--- config.mk ---
export PLATFORM = sky130hd
export DESIGN_NAME = tty_line_editor_echo_core
export DESIGN_NICKNAME = d
export VERILOG_FILES = /design/src/design/tle_pkg.sv /design/src/design/tty_line_editor_echo_core.sv /design/src/design/tle_line_state.sv /design/src/design/tle_decode.sv /design/src/design/tle_emit.sv
export VERILOG_INCLUDE_DIRS = /design/src /design/src/design
export SDC_FILE = /design/constraint.sdc
export NUM_CORES = 2
export LEC_CHECK = 0
export BUFFER_PORTS_ARGS = -buffer_cell sky130_fd_sc_hd__buf_2
export CORE_MARGIN = 1.5
export CORE_UTILIZATION = 35
export CTS_CLUSTER_DIAMETER = 50
export DETAILED_ROUTE_END_ITERATION = 8
export PLACE_DENSITY_LB_ADDON = 0.08
export SLEW_MARGIN = 0
export SYNTH_ARGS = -nofsm -noshare
export SYNTH_HDL_FRONTEND = slang
export SYNTH_SLANG_ARGS = --single-unit
--- constraint.sdc ---
create_clock -name clk -period 17.3 [get_ports clk]
set_clock_uncertainty 0.1 [all_clocks]
set_input_delay 2.595 -clock clk [delete_from_list [all_inputs] [get_ports clk]]
set_output_delay 2.595 -clock clk [all_outputs]
set_load 0.02 [all_outputs]
--- src/design/tty_line_editor_echo_core_defines.svh ---
// ----------------------------------------------------------------------------
// tty_line_editor_echo_core_defines.svh
// Assertion macros shared by the line editor RTL.
// ----------------------------------------------------------------------------
`ifndef TTY_LINE_EDITOR_ECHO_CORE_DEFINES_SVH
`define TTY_LINE_EDITOR_ECHO_CORE_DEFINES_SVH

// Same-cycle implication, sampled on clk and disabled during rst.
`define TLE_ASSERT_NOW(label, ante, cons, msg) \
  label: assert property (@(posedge clk) disable iff (rst) (ante) |-> (cons)) \
    else $error(msg);

// Next-cycle implication, sampled on clk and disabled during rst.
`define TLE_ASSERT_NEXT(label, ante, cons, msg) \
  label: assert property (@(posedge clk) disable iff (rst) (ante) |=> (cons)) \
    else $error(msg);

`endif

--- src/design/tle_pkg.sv ---
// ----------------------------------------------------------------------------
// tle_pkg
// Constants and shared types of the terminal line editor.
// ----------------------------------------------------------------------------
package tle_pkg;

  localparam int LINE_MAX = 1024;
  localparam int FILL_W   = $clog2(LINE_MAX);
  localparam int LEN_W    = $clog2(LINE_MAX + 1);
  localparam int ECHO_MAX = 6;
  localparam int CNT_W    = 3;

  localparam logic [7:0] KEY_DEL      = 8'h7F;
  localparam logic [7:0] KEY_ETX      = 8'h03;
  localparam logic [7:0] KEY_CR       = 8'h0D;
  localparam logic [7:0] KEY_LF       = 8'h0A;
  localparam logic [7:0] KEY_BS       = 8'h08;
  localparam logic [7:0] KEY_SP       = 8'h20;
  localparam logic [7:0] KEY_CARET    = 8'h5E;
  localparam logic [7:0] CARET_OFFSET = 8'h40;
  localparam logic [7:0] CTRL_LIMIT   = 8'h20;

  localparam logic [1:0] END_LIMIT = 2'd0;
  localparam logic [1:0] END_ETX   = 2'd1;
  localparam logic [1:0] END_CR    = 2'd2;

  localparam logic CFG_MAX_LENGTH = 1'b0;
  localparam logic CFG_NO_ECHO    = 1'b1;

  // Everything the output side needs to play back one item's results.
  typedef struct packed {
    logic [CNT_W-1:0]         count;
    logic [CNT_W-1:0]         ne;
    logic [ECHO_MAX-1:0][7:0] echo;
    logic                     stored;
    logic [FILL_W-1:0]        sidx;
    logic [7:0]               sbyte;
    logic                     done;
    logic [1:0]               kind;
    logic [LEN_W-1:0]         len;
  } tle_item_t;

  // Line state update caused by one item.
  typedef struct packed {
    logic              stored;
    logic              mark;
    logic [FILL_W-1:0] fill_next;
  } tle_upd_t;

endpackage

--- src/design/tty_line_editor_echo_core.sv ---
// ----------------------------------------------------------------------------
// tty_line_editor_echo_core
// Terminal line editor: stores received bytes, handles erase, echoes and
// reports the end of each line.
// ----------------------------------------------------------------------------
//  channel  handshake            payload
//  in       in_valid/in_stall    char_in
//  out      out_valid/out_stall  echo_valid echo_byte store_* line_done
//                                line_length end_kind last
//  cfg      cfg_write            cfg_index cfg_data
//
// A byte is decoded and updates the line state in the cycle it is accepted.
// Its results (zero to six) leave one per cycle while out_stall is low; the
// next byte is taken in the cycle the final result enters the output
// register, and a byte with no results does not occupy the output slot.
// rst is synchronous; the mark memory needs no clearing because every
// position is written before it is read. A stalled output holds its beat.
// ----------------------------------------------------------------------------
`include "tty_line_editor_echo_core_defines.svh"

module tty_line_editor_echo_core (
  input  logic                       clk,
  input  logic                       rst,
  input  logic                       cfg_write,
  input  logic                       cfg_index,
  input  logic [tle_pkg::LEN_W-1:0]  cfg_data,
  input  logic                       in_valid,
  output logic                       in_stall,
  input  logic [7:0]                 char_in,
  output logic                       out_valid,
  input  logic                       out_stall,
  output logic                       echo_valid,
  output logic [7:0]                 echo_byte,
  output logic                       store_valid,
  output logic [tle_pkg::FILL_W-1:0] store_index,
  output logic [7:0]                 store_byte,
  output logic                       line_done,
  output logic [tle_pkg::LEN_W-1:0]  line_length,
  output logic [1:0]                 end_kind,
  output logic                       last
);
  import tle_pkg::*;

  logic [LEN_W-1:0]  max_length;
  logic              no_echo;
  logic              accept;
  logic              take;
  logic [FILL_W-1:0] fill;
  logic              mark_top;
  tle_item_t         item;
  tle_upd_t          upd;

  always_ff @(posedge clk) begin
    if (rst) begin
      max_length <= LEN_W'(LINE_MAX);
      no_echo    <= 1'b0;
    end else if (cfg_write) begin
      case (cfg_index)
        CFG_MAX_LENGTH: max_length <= cfg_data;
        CFG_NO_ECHO:    no_echo    <= cfg_data[0];
        default:        ;
      endcase
    end
  end

  assign accept = in_valid && !in_stall;
  assign take   = accept && (item.count != '0);

  tle_line_state u_state (
    .clk      (clk),
    .rst      (rst),
    .accept   (accept),
    .upd      (upd),
    .fill     (fill),
    .mark_top (mark_top)
  );

  tle_decode u_decode (
    .char_in    (char_in),
    .fill       (fill),
    .mark_top   (mark_top),
    .max_length (max_length),
    .no_echo    (no_echo),
    .item       (item),
    .upd        (upd)
  );

  tle_emit u_emit (
    .clk         (clk),
    .rst         (rst),
    .take        (take),
    .item        (item),
    .slot_stall  (in_stall),
    .out_valid   (out_valid),
    .out_stall   (out_stall),
    .echo_valid  (echo_valid),
    .echo_byte   (echo_byte),
    .store_valid (store_valid),
    .store_index (store_index),
    .store_byte  (store_byte),
    .line_done   (line_done),
    .line_length (line_length),
    .end_kind    (end_kind),
    .last        (last)
  );

  `TLE_ASSERT_NEXT(a_del_empty, accept && (fill == '0) && (char_in == KEY_DEL), fill == '0, "erase on empty line changed fill")
  `TLE_ASSERT_NOW(a_done_last, out_valid && line_done, last && (line_length != '0), "line end not on final beat")
  `TLE_ASSERT_NOW(a_plain_store, out_valid && !echo_valid, store_valid && last, "beat carries neither echo nor store")

endmodule

--- src/design/tle_line_state.sv ---
// ----------------------------------------------------------------------------
// tle_line_state
// Fill count of the current line and the per-position control-code marks.
// ----------------------------------------------------------------------------
module tle_line_state (
  input  logic                     clk,
  input  logic                     rst,
  input  logic                     accept,
  input  tle_pkg::tle_upd_t        upd,
  output logic [tle_pkg::FILL_W-1:0] fill,
  output logic                     mark_top
);
  import tle_pkg::*;

  logic              marks [LINE_MAX];
  logic [FILL_W-1:0] rd_addr;

  // After an erase the new top of the line sits two below the old fill.
  assign rd_addr = fill - FILL_W'(2);

  always_ff @(posedge clk) begin
    if (rst) begin
      fill <= '0;
    end else if (accept) begin
      fill <= upd.fill_next;
    end
  end

  always_ff @(posedge clk) begin
    if (accept && upd.stored) begin
      marks[fill] <= upd.mark;
    end
  end

  // While fill is nonzero, mark_top holds the mark of position fill-1.
  always_ff @(posedge clk) begin
    if (accept) begin
      if (upd.stored) begin
        mark_top <= upd.mark;
      end else begin
        mark_top <= marks[rd_addr];
      end
    end
  end

endmodule

--- src/design/tle_decode.sv ---
// ----------------------------------------------------------------------------
// tle_decode
// Classifies one received byte and builds its result set and state update.
// ----------------------------------------------------------------------------
module tle_decode (
  input  logic [7:0]                 char_in,
  input  logic [tle_pkg::FILL_W-1:0] fill,
  input  logic                       mark_top,
  input  logic [tle_pkg::LEN_W-1:0]  max_length,
  input  logic                       no_echo,
  output tle_pkg::tle_item_t         item,
  output tle_pkg::tle_upd_t          upd
);
  import tle_pkg::*;

  logic             is_term;
  logic             is_ctrl;
  logic [LEN_W-1:0] lim;
  logic [LEN_W-1:0] fill1;
  logic [1:0]       npre;
  logic [7:0]       pre0;
  logic [7:0]       pre1;

  always_comb begin
    is_term = (char_in == KEY_ETX) || (char_in == KEY_CR);
    is_ctrl = (char_in < CTRL_LIMIT);
    fill1   = {1'b0, fill} + LEN_W'(1);
    if (max_length == '0) begin
      lim = LEN_W'(1);
    end else if (max_length > LEN_W'(LINE_MAX)) begin
      lim = LEN_W'(LINE_MAX);
    end else begin
      lim = max_length;
    end

    item          = '0;
    upd.stored    = 1'b0;
    upd.mark      = is_ctrl;
    upd.fill_next = fill;
    npre          = 2'd0;
    pre0          = 8'h00;
    pre1          = 8'h00;

    if (char_in == KEY_DEL) begin
      if (fill != '0) begin
        upd.fill_next = fill - FILL_W'(1);
        if (mark_top) begin
          item.echo = {KEY_BS, KEY_BS, KEY_SP, KEY_SP, KEY_BS, KEY_BS};
          item.ne   = CNT_W'(6);
        end else if (!no_echo) begin
          item.echo = {8'h00, 8'h00, 8'h00, KEY_BS, KEY_SP, KEY_BS};
          item.ne   = CNT_W'(3);
        end
      end
    end else begin
      upd.stored  = 1'b1;
      item.stored = 1'b1;
      item.sidx   = fill;
      item.sbyte  = char_in;
      if (is_term) begin
        item.done = 1'b1;
        item.kind = (char_in == KEY_ETX) ? END_ETX : END_CR;
      end else if (is_ctrl) begin
        npre = 2'd2;
        pre0 = KEY_CARET;
        pre1 = char_in + CARET_OFFSET;
      end else if (!no_echo) begin
        npre = 2'd1;
        pre0 = char_in;
      end
      if (!is_term && (fill1 >= lim)) begin
        item.done = 1'b1;
        item.kind = END_LIMIT;
      end
      item.echo[0] = pre0;
      item.echo[1] = pre1;
      item.ne      = CNT_W'(npre);
      if (item.done) begin
        item.echo[CNT_W'(npre)]         = KEY_CR;
        item.echo[CNT_W'(npre) + 3'd1] = KEY_LF;
        item.ne                         = CNT_W'(npre) + 3'd2;
        item.len                        = fill1;
        upd.fill_next                   = '0;
      end else begin
        upd.fill_next = fill1[FILL_W-1:0];
      end
    end

    // A stored byte with nothing to echo still yields one result.
    if (item.ne == '0 && item.stored) begin
      item.count = CNT_W'(1);
    end else begin
      item.count = item.ne;
    end
  end

endmodule

--- src/design/tle_emit.sv ---
// ----------------------------------------------------------------------------
// tle_emit
// Holds one decoded item and plays its results out through the output register.
// ----------------------------------------------------------------------------
module tle_emit (
  input  logic                        clk,
  input  logic                        rst,
  input  logic                        take,
  input  tle_pkg::tle_item_t          item,
  output logic                        slot_stall,
  output logic                        out_valid,
  input  logic                        out_stall,
  output logic                        echo_valid,
  output logic [7:0]                  echo_byte,
  output logic                        store_valid,
  output logic [tle_pkg::FILL_W-1:0]  store_index,
  output logic [7:0]                  store_byte,
  output logic                        line_done,
  output logic [tle_pkg::LEN_W-1:0]   line_length,
  output logic [1:0]                  end_kind,
  output logic                        last
);
  import tle_pkg::*;

  tle_item_t        desc;
  logic             desc_valid;
  logic [CNT_W-1:0] k;
  logic             adv;
  logic             is_last;
  logic             first;
  logic             has_echo;

  assign adv        = !out_valid || !out_stall;
  assign is_last    = (k == desc.count - CNT_W'(1));
  assign first      = (k == '0);
  assign has_echo   = (k < desc.ne);
  // The slot frees in the cycle its final result moves into the output register.
  assign slot_stall = desc_valid && !(adv && is_last);

  always_ff @(posedge clk) begin
    if (rst) begin
      desc_valid <= 1'b0;
      out_valid  <= 1'b0;
      k          <= '0;
    end else begin
      if (adv) begin
        out_valid <= desc_valid;
      end
      // A new item only arrives when the slot is empty or its final beat leaves.
      if (take) begin
        desc_valid <= 1'b1;
        k          <= '0;
      end else if (adv && desc_valid) begin
        if (is_last) begin
          desc_valid <= 1'b0;
          k          <= '0;
        end else begin
          k <= k + CNT_W'(1);
        end
      end
    end
  end

  always_ff @(posedge clk) begin
    if (take) begin
      desc <= item;
    end
    if (adv && desc_valid) begin
      echo_valid  <= has_echo;
      echo_byte   <= has_echo ? desc.echo[k] : 8'h00;
      store_valid <= first && desc.stored;
      store_index <= (first && desc.stored) ? desc.sidx : '0;
      store_byte  <= (first && desc.stored) ? desc.sbyte : 8'h00;
      line_done   <= is_last && desc.done;
      line_length <= (is_last && desc.done) ? desc.len : '0;
      end_kind    <= (is_last && desc.done) ? desc.kind : END_LIMIT;
      last        <= is_last;
    end
  end

endmodule
==> summary by stage <==
Global route
Entering global routing, the biggest net connects 152 pins. After global routing the overflow that remains totals 0. The initial antenna violation count was 1. The all-layer global routing usage is 20.9%.

The number of global-route vias before repair is slightly above 30000. The first-pass GRT wire length is around 220000 um.

Yosys
The fraction of registers with async set or reset after synthesis is 0%. The mean post-synth cell area is around 14 um^2. For this run, the number of Yosys warnings is 0.

The flip-flop cell with the highest count after synthesis is sky130_fd_sc_hd__edfxtp_1. The top cell type's share of synthesized area is 66.3%. The largest area contributor in the synthesized netlist is sky130_fd_sc_hd__edfxtp_1. The post-synthesis net count is 3700. The cell area after technology mapping is between 50000 and 60000 um^2. The number of synthesized register bits is 1160. The sequential fraction of the synthesis area is a little under 70%.

Counting flops with a built-in enable in the synthesized netlist gives 1133. The post-synthesis cell count is about 3600. The count of different cell masters after synthesis is 76. Sorting the synthesized cells by area gives the leading types as sky130_fd_sc_hd__edfxtp_1, sky130_fd_sc_hd__mux4_2, sky130_fd_sc_hd__nor2_1.

Setup path
The critical path's slowest cell is sky130_fd_sc_hd__nand3_1. The worst path buffer plus inverter count is 2. The endpoint type of the worst setup path is a register.

The worst setup path category is reg2reg. The worst setup path is launched from a register. The highest net fanout along the worst path is 34. The family of cells with the greatest summed delay on the critical path is simple AND/OR/NAND/NOR gates. The signal on the critical path passes through ha_1 > nand3_1 > nor2_1 > ha_1 > nand4_1 > nor3_1 > a2111oi_0 > inv_1 > o21ai_1 > inv_1 > and3_1 > or2_2. On the worst path, the slowest cell contributes a delay of 1.17 ns. The critical path data arrival time is roughly 7 ns.

STA puts the critical path data required time at around 18 ns. The setup check on the worst reg-to-reg path leaves a slack of between 10 and 15 ns.

Detailed routing
The detail-routed net length per standard cell is about 27 um. Dividing the detail-routed via count by the number of cells gives 5.37. The detailed router's first-iteration violation count is between 2000 and 3000. The pre-antenna-repair detailed-routing pass consisted of 7 iterations. In this run the remaining antenna-violating nets after routing total 0.

The total vias in the final route is 30600. The DRC violations left is 0. The routed design has 155000 um of wire.

Clocking
The cell at the root of the clock tree is sky130_fd_sc_hd__clkbuf_16. The clock-pin slew on the worst setup and hold paths is ~0.060 ns. TritonCTS built the clock tree. The number of H-tree branching levels is 4.

The clock sink count is 1160. For the worst-skew pair, the clock arrives at the later sink with an insertion delay of 0.77 ns. The total clock buffers created by CTS is approximately 150. Once the clock tree was built, the resizer swapped 0 gates to a different size. Counting along the longest clock path gives a buffer depth of 3.

The number of hold buffers added after CTS is 0. Buffers added to address setup during post-CTS repair amount to 0.

Power and ir drop
IR analysis of the VDD net gives a maximum drop of just over 0.09 mV. Dividing total power by cell area gives a power density of 123 nW/um^2. The static leakage is 18.0 nW.

Cells and area
The utilization after layout is around two fifths. The final-stage net count is 3713. The number of antenna diodes in the final layout is 0. The post-route non-filler standard cell count is about 5700. The finished cells cover between 50000 and 60000 um^2.

The layout cell share with drive strength beyond 1 is about a fifth. The area added between synthesis and finish is 14.3%.

Flow run
The reported max-cap violation count is 0.

Timing
At the pin with the least slew margin, the transition time is 1.36 ns. The number of pins with negative max-slew slack in the final report came to 0. The worst path needs 6.56 ns of the cycle, external delays included. Setup repair after global routing left no endpoint under its margin. After routing, the total negative slack on setup checks comes to 0 ns. The fmax is roughly 150 MHz. Of the available clock period, the critical path in the final layout requires 37.9%. Setup violations remaining at the end of the flow were counted as 0. The final hold violation count is 0. In this run the tightest slew margin relative to its limit is 7.27%.

Placed design
The post-detailed-placement cell area is 53600 um^2. Once detailed placement completed, the half-perimeter wirelength came to 86600 um. The number of placed instances, taps included, is 5417. At the end of routability-driven placement, the weighted congestion stood at roughly 0.76. The number of buffers inserted by port buffering is 69.

Die
The top-level I/O count is 70. The horizontal extent of the die is roughly 390 um. The die height is a little under 400 um. The die area is approximately 150000 um^2. The number of core rows is 140. The placeable core region is 146000 um^2. The starting density of the core is around a third.

Min path
The min-delay analysis places its worst path in the category reg2reg.

Outcome
The flow ran to the end, and the final reports show no timing, DRC or antenna violations.
==> flip-flops by register name (all words and copies together), names as in the netlist, 2 cells and up <==
register and flops:
u_state.marks 1024, u_emit.store_byte 8, max_length 11, u_state.fill 10, u_emit.store_index 10, u_emit.echo_byte 8
u_emit.k 3, u_emit.desc 65, u_emit.end_kind 2, u_emit.line_length 11
==> metal layers <==
metal | global-route usage, % | routed length, um | vias up
met4 | 6.04 | 3910 | 0
met3 | 3.33 | 6890 | 209
met2 | 34.1 | 74200 | 709
met5 | 0 | 0 | -
met1 | 29.0 | 70000 | 16200
li1 | - | - | 13400
==> power breakdown <==
part           leakage (nW)  switching [W]  internal [W]
clock                  2.42        0.00125       0.00190
sequential             10.6      0.0000220       0.00312
combinational          4.93       0.000580      0.000311
total                  18.0        0.00185       0.00533
==> per-stage QoR <==
step           hold slack [ns]  setup slack, ns  total power (W)
2_1_floorplan            0.347            0.771          0.00381
3_3_place_gp             0.363            10.54          0.00411
3_5_place_dp             0.361            10.54          0.00411
4_1_cts                  0.372            10.77          0.00727
5_1_grt                  0.391            10.36          0.00742
6_report                 0.372            10.74          0.00718
==> tightest hold or removal path, delay by kind of cell, from the launching register on <==
kind / cells / cell delay, ns
DFF: 1 / 0.31
buffers and inverters: 1 / 0.06
AOI/OAI and AO/OA: 1 / 0.05
==> cells in the mapped netlist, types with 14 or more instances <==
master and count:
sky130_fd_sc_hd__nor3_1 26, sky130_fd_sc_hd__nand2_1 178, sky130_fd_sc_hd__nand4_1 15, sky130_fd_sc_hd__nand3_1 72, sky130_fd_sc_hd__a21oi_1 45, sky130_fd_sc_hd__clkbuf_1 236, sky130_fd_sc_hd__and2_1 48, sky130_fd_sc_hd__nor2_1 1139
sky130_fd_sc_hd__mux2i_1 33, sky130_fd_sc_hd__mux4_2 284, sky130_fd_sc_hd__buf_4 24, sky130_fd_sc_hd__and3_1 36, sky130_fd_sc_hd__edfxtp_1 1133, sky130_fd_sc_hd__inv_1 26, sky130_fd_sc_hd__or3_1 14, sky130_fd_sc_hd__buf_2 33
sky130_fd_sc_hd__o21ai_0 23, sky130_fd_sc_hd__ha_1 33, sky130_fd_sc_hd__dfxtp_1 27
==> final timing paths <==
check,startpoint,to,cells past startpoint
min,u_emit.desc_valid,u_emit.out_valid,2
max reg2reg,u_state.fill[1],u_emit.desc[76],12
min reg2reg,u_emit.desc_valid,u_emit.out_valid,2
max,u_state.fill[1],u_emit.desc[76],12
==> layout make-up <==
class	instances	area, um^2
Multi-Input combinational cell	2138	15400
Clock inverter	90	958
Tap cell	1917	2400
Timing Repair Buffer	175	1190
Fill cell	13700	86900
Inverter	27	109
Sequential cell	1160	34600
Clock buffer	187	4050
==> cell usage in the layout (no fill, tap or decap), types with 17 or more instances in the layout <==
cell type / n
sky130_fd_sc_hd__dfxtp_1: 25
sky130_fd_sc_hd__nand3_1: 71
sky130_fd_sc_hd__and3_1: 36
sky130_fd_sc_hd__buf_2: 69
sky130_fd_sc_hd__clkbuf_1: 28
sky130_fd_sc_hd__inv_1: 24
sky130_fd_sc_hd__nor3_1: 25
sky130_fd_sc_hd__clkbuf_16: 156
sky130_fd_sc_hd__nand2_1: 165
sky130_fd_sc_hd__clkinv_1: 17
sky130_fd_sc_hd__a21oi_1: 44
sky130_fd_sc_hd__mux4_2: 284
sky130_fd_sc_hd__clkinv_2: 26
sky130_fd_sc_hd__and2_1: 47
sky130_fd_sc_hd__edfxtp_1: 1133
sky130_fd_sc_hd__mux2i_1: 33
sky130_fd_sc_hd__nor2_1: 1138
sky130_fd_sc_hd__ha_1: 32
sky130_fd_sc_hd__buf_4: 102
sky130_fd_sc_hd__o21ai_0: 23
==> logic make-up (layout without fill, tap and decap cells) <==
| kind of cell | count (synthesis) | count (layout) | synth area share [%] |
|---|---|---|---|
| flip-flops | 1160 | 1160 | 67.4 |
| adder cells (fa/ha/maj) | 33 | 33 | 0.805 |
| buffers and inverters | 344 | 479 | 2.97 |
| XOR/XNOR | 28 | 28 | 0.529 |
| AND/OR/NAND/NOR | 1584 | 1584 | 12.8 |
| multiplexers | 325 | 325 | 13.3 |
| AO/OA/AOI/OAI | 168 | 168 | 2.21 |
No activity file was read; power rests on OpenSTA's default activity.
